<file path="config.mk">
export PLATFORM = sky130hd
export DESIGN_NAME = slbh_rot_row
export DESIGN_NICKNAME = d
export VERILOG_FILES = /design/src/hdl/assert_macros.svh /design/src/hdl/slbh_pkg.sv /design/src/hdl/slbh_rot_row.sv
export SDC_FILE = /design/constraint.sdc
export NUM_CORES = 2
export LEC_CHECK = 0
export BUFFER_PORTS_ARGS = -buffer_cell sky130_fd_sc_hd__buf_2
export CORE_MARGIN = 2
export CORE_UTILIZATION = 55
export DETAILED_ROUTE_END_ITERATION = 10
export GPL_TIMING_DRIVEN = 0
export PLACE_DENSITY = 0.81
export SLEW_MARGIN = 20
export SYNTH_ARGS = -nofsm -noshare
export SYNTH_HDL_FRONTEND = slang
export SYNTH_SLANG_ARGS = --single-unit
</file>
<file path="constraint.sdc">
create_clock -name clk -period 26.1 [get_ports clk]
set_input_delay 2.61 -clock clk [delete_from_list [all_inputs] [get_ports clk]]
set_output_delay 2.61 -clock clk [all_outputs]
set_load 0.01 [all_outputs]
</file>
<file path="src/hdl/assert_macros.svh">
// assertion helpers shared by the foot sum, height divider and top modules
`ifndef ASSERT_MACROS_SVH
`define ASSERT_MACROS_SVH

// same-cycle implication, held off while reset is asserted
`define ASSERT_IMPL(label, ante, cons, msg) \
  label: assert property (@(posedge clk) disable iff (!rst_n) (ante) |-> (cons)) \
    else $error(msg);

// next-cycle implication, held off while reset is asserted
`define ASSERT_NEXT(label, ante, cons, msg) \
  label: assert property (@(posedge clk) disable iff (!rst_n) (ante) |=> (cons)) \
    else $error(msg);

`endif

</file>
<file path="src/hdl/slbh_pkg.sv">
package slbh_pkg;

  // leg count and field widths
  localparam int NUM_LEGS    = 4;
  localparam int MAX_LEGS    = 6;
  localparam int Q_W         = 16;
  localparam int COORD_W     = 16;
  localparam int FOOT_W      = 3 * COORD_W;
  localparam int QUAT_BITS   = 4 * Q_W;
  localparam int CFG_W       = 15;
  localparam int OUT_W       = 16;
  localparam int IN_BITS     = QUAT_BITS + NUM_LEGS * FOOT_W + NUM_LEGS;
  localparam int IN_TDATA_W  = ((IN_BITS + 7) / 8) * 8;

  // datapath widths
  localparam int PROD_W      = 2 * Q_W;
  localparam int R_W         = PROD_W + 2;
  localparam int LP_W        = R_W + COORD_W;
  localparam int FZ_W        = LP_W + 2;
  localparam int CNT_W       = $clog2(NUM_LEGS + 1);
  localparam int SUM_W       = FZ_W + $clog2(NUM_LEGS);
  localparam int FRAC_SH     = 28;
  localparam int A_W         = SUM_W + 1;
  localparam int TF_W        = A_W - FRAC_SH;
  localparam int OUT_MAX     = 32767;
  localparam int OUT_MIN_MAG = 32768;
  localparam int T_CLAMP     = NUM_LEGS * (OUT_MIN_MAG + 1);
  localparam int T_W         = $clog2(T_CLAMP + 1);
  localparam int M_W         = T_W + 1;
  localparam int ONE_Q28     = 1 << FRAC_SH;
  localparam int FALLBACK_RST = 1229;

  // reciprocal table, floor(2^T_W / count)
  localparam int RECIP_IDX_W = $clog2(MAX_LEGS + 1);
  typedef logic [M_W-1:0] recip_t;
  localparam recip_t RECIP [0:MAX_LEGS] = '{
    recip_t'(0),
    recip_t'((1 << T_W) / 1),
    recip_t'((1 << T_W) / 2),
    recip_t'((1 << T_W) / 3),
    recip_t'((1 << T_W) / 4),
    recip_t'((1 << T_W) / 5),
    recip_t'((1 << T_W) / 6)
  };

  typedef logic signed [Q_W-1:0] quat_part_t;
  typedef logic [FOOT_W-1:0] foot_t;

  typedef struct packed {
    quat_part_t w;
    quat_part_t x;
    quat_part_t y;
    quat_part_t z;
  } quat_t;

  // one input item, unpacked
  typedef struct packed {
    quat_t                      quat;
    foot_t [NUM_LEGS-1:0]       feet;
    logic  [NUM_LEGS-1:0]       mask;
  } item_t;

  // third rotation row with the foot data
  typedef struct packed {
    logic signed [R_W-1:0]      r31;
    logic signed [R_W-1:0]      r32;
    logic signed [R_W-1:0]      r33;
    foot_t [NUM_LEGS-1:0]       feet;
    logic  [NUM_LEGS-1:0]       mask;
  } rot_t;

  // summed world z over legs in contact
  typedef struct packed {
    logic signed [SUM_W-1:0]    sum;
    logic [CNT_W-1:0]           cnt;
  } sum_t;

endpackage

</file>
<file path="src/hdl/slbh_rot_row.sv">
module slbh_rot_row import slbh_pkg::*; (
  input  logic  clk,
  input  logic  rst_n,
  input  logic  in_valid,
  output logic  in_ready,
  input  item_t in_item,
  output logic  out_valid,
  input  logic  out_ready,
  output rot_t  out_rot
);

  logic rdy1, rdy2;
  logic v1_r, v2_r;
  logic signed [PROD_W-1:0] xz_r, wy_r, yz_r, wx_r, xx_r, yy_r;
  foot_t [NUM_LEGS-1:0] feet1_r;
  logic [NUM_LEGS-1:0] mask1_r;
  rot_t rot_nxt, rot2_r;

  // stage ready chain
  assign rdy2     = !v2_r || out_ready;
  assign rdy1     = !v1_r || rdy2;
  assign in_ready = rdy1;

  // valid bits
  always_ff @(posedge clk) begin
    if (!rst_n) begin
      v1_r <= 1'b0;
      v2_r <= 1'b0;
    end else begin
      if (rdy1) v1_r <= in_valid;
      if (rdy2) v2_r <= v1_r;
    end
  end

  // stage 1: quaternion products
  always_ff @(posedge clk) begin
    if (rdy1 && in_valid) begin
      xz_r    <= in_item.quat.x * in_item.quat.z;
      wy_r    <= in_item.quat.w * in_item.quat.y;
      yz_r    <= in_item.quat.y * in_item.quat.z;
      wx_r    <= in_item.quat.w * in_item.quat.x;
      xx_r    <= in_item.quat.x * in_item.quat.x;
      yy_r    <= in_item.quat.y * in_item.quat.y;
      feet1_r <= in_item.feet;
      mask1_r <= in_item.mask;
    end
  end

  // stage 2: third row of the rotation matrix, Q.28
  always_comb begin
    rot_nxt.r31  = (R_W'(xz_r) - R_W'(wy_r)) <<< 1;
    rot_nxt.r32  = (R_W'(yz_r) + R_W'(wx_r)) <<< 1;
    rot_nxt.r33  = R_W'(ONE_Q28) - (R_W'(xx_r) <<< 1) - (R_W'(yy_r) <<< 1);
    rot_nxt.feet = feet1_r;
    rot_nxt.mask = mask1_r;
  end

  always_ff @(posedge clk) begin
    if (rdy2 && v1_r) begin
      rot2_r <= rot_nxt;
    end
  end

  assign out_valid = v2_r;
  assign out_rot   = rot2_r;

endmodule

</file>
==> results.ini <==
[synth]
synthCells=7758
synth-edff-count=681
syn_area_um2=82900
yosys-top-cells-count=inv_1, fa_1, nand2_1, edfxtp_1, ha_1
synth.avg_cell_area_um2=10.7
synthArstFlopShare=0
ys_seq_area_frac=0.247
ys_ff_latch=683
synth_top_area_frac=0.367
synthTopCellsByArea=fa_1, edfxtp_1, ha_1, inv_1, and2_1
ys_warn_count=0
synth_flop_cell=edfxtp_1
synthDistinctLibCells=88
yosysTopAreaCell=fa_1
synth_most_common_cell=inv_1

[timing]
tightestPinTransition_ns=1.42
finalCritPeriodShare=0.423
worst_clock_skew_ns=0.0384
hold_viol_final=0
fmax_mhz=90.5
period_needed_ns=11.05
setup_viol=0
setup_slack_ns=15.05
rsz0062_at_grt=no
setup_tns_ns=0
max_slew_margin=0.0556
drv_slew=0

[die]
die_h_um=392
row_count=142
die-area_um2=154000
initial_core_util=0.553
dieWidth_um=392
core-area_um2=150000
ioPinCount=564

[job]
drv_cap=0

[cts]
cts_resized=0
cts_max_level=3
cts_sinks=683
cts_root_buffer=clkbuf_16
cts_tree=built
clkSlewWorstSetupHoldPaths_ns=0.06
postCtsSetupRepairBufs=0
cts_buffers=74
hold_buffers=0
clock_latency_ns=0.69
cts.path.max_buffers=3

[detailed_routing]
drc=0
ant_nets=0
drt_iter0_drc=5359
wl_per_cell_um=26.6
via_per_inst=5.61
num_vias=59076
routed_wirelength_mm=280
drtPass1Iterations=6

[grt]
grt_pass1_vias=62377
grt_usage=0.371
grt_max_degree=58
antenna_found_initial=84
grt_overflow=0
grt_pass1_wl_mm=405

[setup_path]
worstSetupStartpointType=primary input
cp_slowest_cell=clkbuf_1
crit_buf_inv=9
crit_top_cell=fa_1
cp_cell_sequence=buf_2 -> clkbuf_1 -> clkbuf_1 -> nand2_1 -> fa_1 -> inv_1 -> fa_1 -> inv_1 -> fa_1 -> inv_1 -> fa_1 -> fa_1 -> inv_1 -> fa_1 -> inv_1 -> ha_1 -> clkbuf_1 -> nand4_1 -> nor2_1 -> a31oi_1 -> o21ai_0 -> a21oi_1 -> o211a_1 -> xnor2_1
slowest_delay_ns=1.02
critPathMaxFanout=10
worstSetupPathType=in2reg
crit_required_ns=26.46
critPathArrivalTime_ns=11.41
end_kind=register
cp_top_family=adder cells

[final_layout]
syn2layout_area_growth_pct=9.98
layout-drive-gt1-share=0.0923
nNetsFinal=10825

[placement]
dp_slack_ns=14.29
dpl.hpwl_mm=227
port-buffer-count=550
place.gp.congestion=1.06

[min_path]
hp-class=reg2reg

[outcome]
status=completed

## registers in the layout (all words and copies together), names as in the netlist
signal / flops
yz_r: 32
v1_r: 1
mask1_r: 4
wy_r: 32
wx_r: 32
xx_r: 31
out_valid: 1
yy_r: 31
xz_r: 32
out_rot: 295
feet1_r: 192
## logic make-up after synthesis
group,synth area share
other,0.0000452
buffers and inverters,0.0993
AOI/OAI and AO/OA,0.0546
and+or+nand+nor,0.103
muxes,0.000604
adders and majority gates,0.463
DFF,0.247
xor gates and xnor gates,0.0322
## metrics by stage
stage / hold slack, ns / utilization / instance area, um^2 / instances
4_1_cts: 0.391 / 0.607 / 91000 / 10478
6_report: 0.384 / 0.609 / 91100 / 10533
3_5_place_dp: 0.405 / 0.592 / 88700 / 10346
5_1_grt: 0.396 / 0.608 / 91100 / 10497
2_1_floorplan: 0.400 / - / 82900 / 7760
3_3_place_gp: 0.400 / 0.589 / 88200 / 10326
## cells in the final DEF, fill, tap and decap left out, drive strengths merged, types with 10 or more instances in the layout
| cell | synthesis | routed |
|---|---|---|
| nor3 | 40 | 40 |
| diode | 0 | 54 |
| or2 | 13 | 13 |
| o21a | 28 | 28 |
| fa | 1518 | 1518 |
| nand2 | 687 | 687 |
| xor2 | 89 | 89 |
| nor2 | 222 | 222 |
| buf | 13 | 584 |
| clkinv | 2 | 36 |
| edfxtp | 681 | 681 |
| o21ai | 109 | 109 |
| clkbuf | 264 | 351 |
| a31oi | 22 | 22 |
| and2 | 593 | 593 |
| nor2b | 43 | 43 |
| nand2b | 44 | 44 |
| inv | 1911 | 1917 |
| o31ai | 10 | 10 |
| nand4 | 18 | 18 |
| a31o | 23 | 23 |
| o21bai | 38 | 38 |
| a21o | 145 | 145 |
| nand3 | 45 | 45 |
| xnor2 | 216 | 216 |
| and3 | 20 | 20 |
| ha | 636 | 636 |
| a211oi | 15 | 15 |
| a21oi | 191 | 191 |
## final timing paths
path | start | depth (start not counted) | end | slack (ns)
min reg2reg | feet1_r[89] | 0 | out_rot[93] | 0.38
max | in_item[236] | 24 | wx_r[29] | 15.05
max reg2reg | wy_r[0] | 12 | out_rot[295] | 22.01
min | feet1_r[89] | 0 | out_rot[93] | 0.38
## layer usage
metal  part of all wire  track usage  vias up
met2               0.46        0.588     3144
met4              0.067        0.210       36
met5            0.00088     0.000638        -
li1                   -            -    25040
met1               0.37        0.462    30055
met3               0.10       0.0999      801
## layout make-up
| cell class | count | area [um^2] |
|---|---|---|
| Antenna cell | 54 | 135 |
| Buffer | 277 | 1120 |
| Clock buffer | 87 | 1900 |
| Clock inverter | 45 | 385 |
| Fill cell | 12266 | 58600 |
| Inverter | 1913 | 7180 |
| Multi-Input combinational cell | 4887 | 54200 |
| Sequential cell | 683 | 20500 |
| Tap cell | 2016 | 2520 |
| Timing Repair Buffer | 571 | 3230 |
Power is left out: the tool's default activity adds up to more than one toggle a clock period on the data nets, which glitch-free logic cannot reach.
