`src/hdl/assert_macros.svh`:
```
// assertion helpers shared by the foot sum, height divider and top modules
`ifndef ASSERT_MACROS_SVH
`define ASSERT_MACROS_SVH

// same-cycle implication, held off while reset is asserted
`define ASSERT_IMPL(label, ante, cons, msg) \
  label: assert property (@(posedge clk) disable iff (!rst_n) (ante) |-> (cons)) \
    else $error(msg);

// next-cycle implication, held off while reset is asserted
`define ASSERT_NEXT(label, ante, cons, msg) \
  label: assert property (@(posedge clk) disable iff (!rst_n) (ante) |=> (cons)) \
    else $error(msg);

`endif

```
`src/hdl/slbh_pkg.sv`:
```
package slbh_pkg;

  // leg count and field widths
  localparam int NUM_LEGS    = 4;
  localparam int MAX_LEGS    = 6;
  localparam int Q_W         = 16;
  localparam int COORD_W     = 16;
  localparam int FOOT_W      = 3 * COORD_W;
  localparam int QUAT_BITS   = 4 * Q_W;
  localparam int CFG_W       = 15;
  localparam int OUT_W       = 16;
  localparam int IN_BITS     = QUAT_BITS + NUM_LEGS * FOOT_W + NUM_LEGS;
  localparam int IN_TDATA_W  = ((IN_BITS + 7) / 8) * 8;

  // datapath widths
  localparam int PROD_W      = 2 * Q_W;
  localparam int R_W         = PROD_W + 2;
  localparam int LP_W        = R_W + COORD_W;
  localparam int FZ_W        = LP_W + 2;
  localparam int CNT_W       = $clog2(NUM_LEGS + 1);
  localparam int SUM_W       = FZ_W + $clog2(NUM_LEGS);
  localparam int FRAC_SH     = 28;
  localparam int A_W         = SUM_W + 1;
  localparam int TF_W        = A_W - FRAC_SH;
  localparam int OUT_MAX     = 32767;
  localparam int OUT_MIN_MAG = 32768;
  localparam int T_CLAMP     = NUM_LEGS * (OUT_MIN_MAG + 1);
  localparam int T_W         = $clog2(T_CLAMP + 1);
  localparam int M_W         = T_W + 1;
  localparam int ONE_Q28     = 1 << FRAC_SH;
  localparam int FALLBACK_RST = 1229;

  // reciprocal table, floor(2^T_W / count)
  localparam int RECIP_IDX_W = $clog2(MAX_LEGS + 1);
  typedef logic [M_W-1:0] recip_t;
  localparam recip_t RECIP [0:MAX_LEGS] = '{
    recip_t'(0),
    recip_t'((1 << T_W) / 1),
    recip_t'((1 << T_W) / 2),
    recip_t'((1 << T_W) / 3),
    recip_t'((1 << T_W) / 4),
    recip_t'((1 << T_W) / 5),
    recip_t'((1 << T_W) / 6)
  };

  typedef logic signed [Q_W-1:0] quat_part_t;
  typedef logic [FOOT_W-1:0] foot_t;

  typedef struct packed {
    quat_part_t w;
    quat_part_t x;
    quat_part_t y;
    quat_part_t z;
  } quat_t;

  // one input item, unpacked
  typedef struct packed {
    quat_t                      quat;
    foot_t [NUM_LEGS-1:0]       feet;
    logic  [NUM_LEGS-1:0]       mask;
  } item_t;

  // third rotation row with the foot data
  typedef struct packed {
    logic signed [R_W-1:0]      r31;
    logic signed [R_W-1:0]      r32;
    logic signed [R_W-1:0]      r33;
    foot_t [NUM_LEGS-1:0]       feet;
    logic  [NUM_LEGS-1:0]       mask;
  } rot_t;

  // summed world z over legs in contact
  typedef struct packed {
    logic signed [SUM_W-1:0]    sum;
    logic [CNT_W-1:0]           cnt;
  } sum_t;

endpackage

```
`src/hdl/slbh_height_div.sv`:
```
`include "assert_macros.svh"

module slbh_height_div import slbh_pkg::*; (
  input  logic                    clk,
  input  logic                    rst_n,
  input  logic [CFG_W-1:0]        fallback,
  input  logic                    in_valid,
  output logic                    in_ready,
  input  sum_t                    in_sum,
  output logic                    out_valid,
  input  logic                    out_ready,
  output logic signed [OUT_W-1:0] out_height,
  output logic                    out_fb
);

  localparam logic signed [OUT_W-1:0] H_MIN = {1'b1, {(OUT_W-1){1'b0}}};
  localparam logic signed [OUT_W-1:0] H_MAX = OUT_W'(OUT_MAX);

  logic rdy6, rdy7, rdy8, rdy9;
  logic v6_r, v7_r, v8_r, v9_r;
  logic [SUM_W-1:0] mag_nxt, mag6_r;
  logic neg_nxt, neg6_r, neg7_r, neg8_r;
  logic [CNT_W-1:0] cnt6_r, cnt7_r, cnt8_r;
  logic [A_W-1:0] rnd_sum;
  logic [TF_W-1:0] t_full;
  logic [T_W-1:0] t_nxt, t7_r, t8_r;
  logic [T_W+M_W-1:0] q_prod;
  logic [T_W-1:0] q0_nxt, q8_r;
  logic [T_W-1:0] rem;
  logic [T_W-1:0] q_fix;
  logic signed [OUT_W-1:0] height_nxt, height9_r;
  logic fb_nxt, fb9_r;

  // stage ready chain
  assign rdy9     = !v9_r || out_ready;
  assign rdy8     = !v8_r || rdy9;
  assign rdy7     = !v7_r || rdy8;
  assign rdy6     = !v6_r || rdy7;
  assign in_ready = rdy6;

  // valid bits
  always_ff @(posedge clk) begin
    if (!rst_n) begin
      v6_r <= 1'b0;
      v7_r <= 1'b0;
      v8_r <= 1'b0;
      v9_r <= 1'b0;
    end else begin
      if (rdy6) v6_r <= in_valid;
      if (rdy7) v7_r <= v6_r;
      if (rdy8) v8_r <= v7_r;
      if (rdy9) v9_r <= v8_r;
    end
  end

  // stage 6: magnitude of the negated sum
  always_comb begin
    if (in_sum.sum[SUM_W-1]) begin
      mag_nxt = SUM_W'(-in_sum.sum);
    end else begin
      mag_nxt = SUM_W'(in_sum.sum);
    end
    neg_nxt = !in_sum.sum[SUM_W-1] && (in_sum.sum != '0);
  end

  always_ff @(posedge clk) begin
    if (rdy6 && in_valid) begin
      mag6_r <= mag_nxt;
      neg6_r <= neg_nxt;
      cnt6_r <= in_sum.cnt;
    end
  end

  // stage 7: add half a step, drop the fraction, clamp far outside the range
  always_comb begin
    rnd_sum = A_W'(mag6_r) + (A_W'(cnt6_r) << (FRAC_SH - 1));
    t_full  = TF_W'(rnd_sum >> FRAC_SH);
    if (t_full > TF_W'(T_CLAMP)) begin
      t_nxt = T_W'(T_CLAMP);
    end else begin
      t_nxt = t_full[T_W-1:0];
    end
  end

  always_ff @(posedge clk) begin
    if (rdy7 && v6_r) begin
      t7_r   <= t_nxt;
      neg7_r <= neg6_r;
      cnt7_r <= cnt6_r;
    end
  end

  // stage 8: quotient estimate by reciprocal, low by at most one
  always_comb begin
    q_prod = t7_r * RECIP[RECIP_IDX_W'(cnt7_r)];
    q0_nxt = T_W'(q_prod >> T_W);
  end

  always_ff @(posedge clk) begin
    if (rdy8 && v7_r) begin
      q8_r   <= q0_nxt;
      t8_r   <= t7_r;
      neg8_r <= neg7_r;
      cnt8_r <= cnt7_r;
    end
  end

  // stage 9: quotient fix-up, sign, saturation and fallback
  always_comb begin
    rem   = t8_r - T_W'(cnt8_r * q8_r);
    q_fix = q8_r + T_W'(rem >= T_W'(cnt8_r));
    fb_nxt = (cnt8_r == '0);
    if (fb_nxt) begin
      height_nxt = OUT_W'(fallback);
    end else if (neg8_r) begin
      if (q_fix > T_W'(OUT_MIN_MAG)) begin
        height_nxt = H_MIN;
      end else begin
        height_nxt = -OUT_W'(q_fix);
      end
    end else begin
      if (q_fix > T_W'(OUT_MAX)) begin
        height_nxt = H_MAX;
      end else begin
        height_nxt = OUT_W'(q_fix);
      end
    end
  end

  always_ff @(posedge clk) begin
    if (rdy9 && v8_r) begin
      height9_r <= height_nxt;
      fb9_r     <= fb_nxt;
    end
  end

  assign out_valid  = v9_r;
  assign out_height = height9_r;
  assign out_fb     = fb9_r;

  // reciprocal estimate never off by more than one step
  `ASSERT_IMPL(a_quot_estimate, v8_r && (cnt8_r != '0), (t8_r - T_W'(cnt8_r * q8_r)) < (T_W'(cnt8_r) << 1), "quotient estimate off")

  // an item without contact comes out flagged with the fallback height
  `ASSERT_NEXT(a_fallback_out, v8_r && rdy9 && (cnt8_r == '0), out_valid && out_fb && (out_height == OUT_W'(fallback)), "fallback item wrong")

endmodule

```
`config.mk`:
```
export PLATFORM = sky130hd
export DESIGN_NAME = slbh_height_div
export DESIGN_NICKNAME = d
export VERILOG_FILES = /design/src/hdl/slbh_pkg.sv /design/src/hdl/slbh_height_div.sv
export VERILOG_INCLUDE_DIRS = /design/src /design/src/hdl
export SDC_FILE = /design/constraint.sdc
export NUM_CORES = 1
export LEC_CHECK = 0
export BUFFER_PORTS_ARGS = -buffer_cell sky130_fd_sc_hd__buf_4
export CORE_ASPECT_RATIO = 0.9
export CORE_MARGIN = 5
export CORE_UTILIZATION = 40
export DETAILED_ROUTE_END_ITERATION = 10
export GPL_ROUTABILITY_DRIVEN = 0
export PLACE_DENSITY = 0.61
export SYNTH_ARGS = -nofsm -noshare
export SYNTH_HDL_FRONTEND = slang
export SYNTH_SLANG_ARGS = --single-unit
```
`constraint.sdc`:
```
create_clock -name clk -period 8.1 [get_ports clk]
set_input_delay 0 -clock clk [delete_from_list [all_inputs] [get_ports clk]]
set_output_delay 0 -clock clk [all_outputs]
set_load 0.005 [all_outputs]
```
==> results <==
- The run finished with clean final reports.
- Buffers inserted during clock tree synthesis total 17.
- The first-pass detailed-route iteration total is 5.
- The longest clock path from root to sink contains 2 buffers.
- The worst setup path is launched from a flip-flop.
- The tightest min-delay check is of the input port to flip-flop type.
- The via density per instance is 5.05.
- The number of maximum-capacitance violations is 0.
- The synthesized netlist cell count is between 1500 and 2000.
- In this run the power density over the cells is between 90 and 100 nW/um^2.
- The destination of the worst register-to-register timing path is out_height[5].
- The largest clock skew in the final design is 0.00791 ns.
- The number of distinct library cell variants in the gate-level netlist after synthesis is a little under 80.
- The total I/O pin count is between 90 and 100.
- Registers take approximately 3400 um^2.
- The critical path launch point is q8_r[12].
- The cell area that synthesis handed to floorplanning was 15600 um^2.
- The total via count after detailed routing is between 10000 and 15000.
- The H-tree was split into 4 levels.
- The count of placed standard cells including taps is roughly 2200.
- The total number of clock tree sinks is approximately 110.
- The floorplan step set the die height to slightly below 200 um.
- For this run, asynchronously set or reset flops after synthesis account for 0.
- Together, buffers and inverters on the worst path number 3.
- The data arrival time of the critical path is between 8 and 9 ns.
- The total track usage is 0.186.
- Once routing completed, OpenROAD measured the worst setup slack at approximately 0.38 ns.
- The clock tree from TritonCTS is done.
- For the pin with the worst max-slew slack, the measured transition is ~1.2 ns.
- The highest-delay cell along the critical path is sky130_fd_sc_hd__edfxtp_1.
- The data required time of the worst path is between 8 and 9 ns.
- The first-pass GRT wire length is between 60000 and 70000 um.
- Before CTS, the worst setup slack after placement is roughly 0.25 ns.
- The number of antenna violations at the first check in global routing is 0.
- The final worst-path cycle share is 0.954.
- Summed over all layers, the routed wires come to 38100 um.
- IR analysis of the VDD net gives a maximum drop of 0.118 mV.
- The horizontal die dimension is between 200 and 250 um.
- Once detailed placement completed, the half-perimeter wirelength came to around 32000 um.
- The final instance count without filler cells is 2302.
- The post-synth net total is about 2000.
- The maximum fanout along the worst path is 11.
- The total of endpoints with negative setup slack in the final report is 0.
- The worst-skew pair later-pin latency is between 0.4 and 0.5 ns.
- The total overflow left after global routing is 0.
- The count of final hold-check violations is 0.
- The gate family responsible for the most delay along the worst path is compound AO/OA/AOI/OAI gates.
- Counting flops with a built-in enable in the synthesized netlist gives 110.
- The standby leakage power is ~8.7 nW.
- The number of rows created at floorplan is between 60 and 70.
- The critical path in this run is classified as flip-flop to flip-flop.
- The headroom to the max-slew limit is 0.171.
- The reg-to-reg startpoint is q8_r[12].
- The first routing iteration left approximately 700 violations.
- After detailed routing, the average wire length per cell comes to between 15 and 20 um.
- 0 antenna diodes ended up in the layout.
- Timing would allow up to about 130 MHz.
- The number of buffers added on ports is 94.
- The synthesis-stage register bit count is ~110.
- The core outline area is 38400 um^2.
- The count of unresolved DRC violations after routing is 0.
- The yosys synthesis warning count is 0.
- The area growth from synthesis to layout is 15.9%.
- The number of cells traversed by the worst register-to-register path is 25.
- The clock root buffer is sky130_fd_sc_hd__clkbuf_16.
- The share of synthesized area occupied by flip-flops and latches is 0.218.
- In this run the worst setup path terminates at out_height[5].
- At the end of the flow, the number of nets in the layout was between 2000 and 2500.
- The initial standard-cell utilization of the core is 0.405.
- The count of nets left with antenna violations after detail routing is 0.
- The maximum number of pins on one net before global-route repair is 41.
- Counting the fill cells in the layout gives between 3000 and 4000.
- The final-report max-slew violation count was 0.
- The share of cells above drive strength 1 is 0.0990.
- The type of destination of the critical path is a flip-flop.
- The per-instance average area after synthesis is 9.54 um^2.
- Total power for the finished layout comes to 0.00168 W.
- In this run the register-to-register setup slack is 0.38 ns.
- Counting buffers and inverters, the worst setup path is 25 cells deep.
- The combined area of the multi-input logic cells is between 10000 and 15000 um^2.
- The full die area is 42900 um^2.
- The number of global-route vias before repair came to 12324.
- The clock-pin slew of the registers on the worst-case setup and hold paths is about 0.06 ns.
- The largest stage delay on the critical path is approximately 0.59 ns.
- The post-route setup TNS is 0 ns.
- The clock period minus final worst setup slack is ~7.7 ns.
- Among all flip-flop cells after synthesis, the most frequent one is sky130_fd_sc_hd__edfxtp_1.
stage by stage:
stage / util / area, um^2 / hold slack [ns]
6_report: 0.470 / 18000 / 0.0206
5_1_grt: 0.470 / 18000 / 0.0392
4_1_cts: 0.468 / 17900 / 0.00328
3_5_place_dp: 0.439 / 16800 / 0.181
3_3_place_gp: 0.439 / 16800 / 0.180
2_1_floorplan: - / 15600 / 0.0989
cells by family after synthesis:
group / count (synthesis) / share of synthesized area
AOI/OAI and AO/OA: 200 / 0.0852
xor gates and xnor gates: 108 / 0.0608
adders and majority gates: 347 / 0.382
buffers and inverters: 382 / 0.0928
DFF: 114 / 0.218
muxes: 9 / 0.00619
other: 1 / 0.000241
and+or+nand+nor: 470 / 0.155
worst reg2reg max path: stages, from the launching register on:
cell and delay (ns):
sky130_fd_sc_hd__edfxtp_1 0.59, sky130_fd_sc_hd__nand2_1 0.14, sky130_fd_sc_hd__fa_1 0.51, sky130_fd_sc_hd__inv_1 0.05
sky130_fd_sc_hd__fa_1 0.50, sky130_fd_sc_hd__inv_1 0.05, sky130_fd_sc_hd__ha_1 0.44, sky130_fd_sc_hd__inv_1 0.10
sky130_fd_sc_hd__a222oi_1 0.40, sky130_fd_sc_hd__o2111ai_1 0.17, sky130_fd_sc_hd__a2111oi_0 0.46, sky130_fd_sc_hd__nand4b_1 0.13
sky130_fd_sc_hd__or4_1 0.48, sky130_fd_sc_hd__a2111oi_0 0.39, sky130_fd_sc_hd__nand4b_1 0.21, sky130_fd_sc_hd__ha_1 0.28
sky130_fd_sc_hd__ha_1 0.25, sky130_fd_sc_hd__nand3_1 0.28, sky130_fd_sc_hd__nand2_1 0.11, sky130_fd_sc_hd__mux2_2 0.29
sky130_fd_sc_hd__o31ai_2 0.30, sky130_fd_sc_hd__nand3_1 0.25, sky130_fd_sc_hd__o31ai_2 0.46, sky130_fd_sc_hd__nand2_1 0.33
sky130_fd_sc_hd__o22ai_1 0.28, sky130_fd_sc_hd__o21a_1 0.14
what timing repair did:
action                                  4_1_cts  5_1_grt
setup buffers                                 0        6
endpoints found under the setup margin        0       14
hold buffers                                 52        0
gates resized for setup                       0        4
hold endpoints to repair                     50        0
layout make-up:
| class | instances | area share |
|---|---|---|
| multi-input cells | 1135 | 0.598 |
| flip-flops and latches | 114 | 0.188 |
| repair buffers | 163 | 0.0758 |
| inverters | 334 | 0.0695 |
| well taps | 525 | 0.0364 |
| clock buffers | 17 | 0.0236 |
| clock inverters | 14 | 0.00916 |
where the power goes:
| group | internal, W | total [W] | switching, W | leakage, nW |
|---|---|---|---|---|
| clock | 0.000479 | 0.000752 | 0.000273 | 0.280 |
| combinational | 0.000114 | 0.000227 | 0.000114 | 7.31 |
| sequential | 0.000670 | 0.000696 | 0.0000254 | 1.15 |
synthesized netlist by cell type (4+ instances only):
library cell                number  share of area
sky130_fd_sc_hd__o22ai_1         9         0.0036
sky130_fd_sc_hd__dfxtp_1         4         0.0051
sky130_fd_sc_hd__nand4_1        15         0.0060
sky130_fd_sc_hd__nor4_1          8         0.0032
sky130_fd_sc_hd__edfxtp_1      110           0.21
sky130_fd_sc_hd__ha_1          132           0.11
sky130_fd_sc_hd__nor2_1         69          0.017
sky130_fd_sc_hd__fa_1          214           0.28
sky130_fd_sc_hd__a2111oi_0       6         0.0034
sky130_fd_sc_hd__buf_2           7         0.0023
sky130_fd_sc_hd__or3_1           5         0.0020
sky130_fd_sc_hd__or4_4           6         0.0043
sky130_fd_sc_hd__and3_1         32          0.013
sky130_fd_sc_hd__or4_1           5         0.0024
sky130_fd_sc_hd__a21oi_1        54          0.017
sky130_fd_sc_hd__nor2b_1         8         0.0032
sky130_fd_sc_hd__mux2_2          5         0.0036
sky130_fd_sc_hd__xnor2_1        73          0.041
sky130_fd_sc_hd__o22a_1         11         0.0062
sky130_fd_sc_hd__nor3_1         28         0.0090
sky130_fd_sc_hd__nand2b_1       11         0.0044
sky130_fd_sc_hd__clkbuf_1       37         0.0089
sky130_fd_sc_hd__o31ai_1         9         0.0043
sky130_fd_sc_hd__a21boi_0        5         0.0024
sky130_fd_sc_hd__and2_1         58          0.023
sky130_fd_sc_hd__nand2_1       170          0.041
sky130_fd_sc_hd__a31oi_1        10         0.0040
sky130_fd_sc_hd__o21ai_0        36          0.012
sky130_fd_sc_hd__xor2_1         35          0.020
sky130_fd_sc_hd__a21o_1         14         0.0068
sky130_fd_sc_hd__inv_1         334          0.081
sky130_fd_sc_hd__nand3_1        28         0.0090
sky130_fd_sc_hd__mux2i_1         4         0.0026
sky130_fd_sc_hd__o21a_1         10         0.0048
routing by layer:
metal  share of wire  track usage
met2            0.47        0.312
met3           0.070       0.0507
met5               0            0
met4           0.023       0.0479
met1            0.43        0.240
worst min-delay path by stage:
| stage | slack (ns) | cells after the start | startpoint | to |
|---|---|---|---|---|
| after floorplan | 0.1 | 0 | in_sum[0] | cnt6_r[0] |
| after global placement | 0.18 | 1 | in_sum[2] | cnt6_r[2] |
| after detailed placement | 0.18 | 1 | in_sum[2] | cnt6_r[2] |
| after CTS | 0.003 | 2 | in_sum[56] | neg6_r |
| after global routing | 0.04 | 2 | in_sum[56] | neg6_r |
| final | 0.02 | 2 | in_sum[56] | neg6_r |
placed cells by master, fill, tap and decap left out, types with 4 or more instances in the layout:
cell | synthesis | layout
sky130_fd_sc_hd__inv_1 | 334 | 334
sky130_fd_sc_hd__fa_1 | 214 | 214
sky130_fd_sc_hd__nand2_1 | 170 | 170
sky130_fd_sc_hd__ha_1 | 132 | 132
sky130_fd_sc_hd__edfxtp_1 | 110 | 110
sky130_fd_sc_hd__buf_4 | 0 | 109
sky130_fd_sc_hd__xnor2_1 | 73 | 73
sky130_fd_sc_hd__nor2_1 | 69 | 69
sky130_fd_sc_hd__and2_1 | 58 | 58
sky130_fd_sc_hd__a21oi_1 | 54 | 54
sky130_fd_sc_hd__dlygate4sd3_1 | 0 | 52
sky130_fd_sc_hd__o21ai_0 | 36 | 36
sky130_fd_sc_hd__xor2_1 | 35 | 35
sky130_fd_sc_hd__and3_1 | 32 | 32
sky130_fd_sc_hd__nand3_1 | 28 | 28
sky130_fd_sc_hd__nor3_1 | 28 | 27
sky130_fd_sc_hd__clkbuf_16 | 0 | 17
sky130_fd_sc_hd__nand4_1 | 15 | 15
sky130_fd_sc_hd__a21o_1 | 14 | 14
sky130_fd_sc_hd__o22a_1 | 11 | 11
sky130_fd_sc_hd__nand2b_1 | 11 | 11
sky130_fd_sc_hd__o21a_1 | 10 | 10
sky130_fd_sc_hd__a31oi_1 | 10 | 9
sky130_fd_sc_hd__o22ai_1 | 9 | 9
sky130_fd_sc_hd__nor4_1 | 8 | 8
sky130_fd_sc_hd__o31ai_1 | 9 | 7
sky130_fd_sc_hd__nor2b_1 | 8 | 6
sky130_fd_sc_hd__a2111oi_0 | 6 | 6
sky130_fd_sc_hd__or4_4 | 6 | 6
sky130_fd_sc_hd__or4_1 | 5 | 5
sky130_fd_sc_hd__or3_1 | 5 | 5
sky130_fd_sc_hd__mux2_2 | 5 | 5
sky130_fd_sc_hd__mux2i_1 | 4 | 4
sky130_fd_sc_hd__a21boi_0 | 5 | 4
sky130_fd_sc_hd__dfxtp_1 | 4 | 4
sequential cells by signal (all words and copies together), names as in the netlist, 3 cells and up:
name / flops
out_height: 16
q8_r: 18
cnt8_r: 3
mag6_r: 27
t8_r: 18
cnt7_r: 3
t7_r: 18
cnt6_r: 3
No activity file was read; power rests on OpenSTA's default activity.
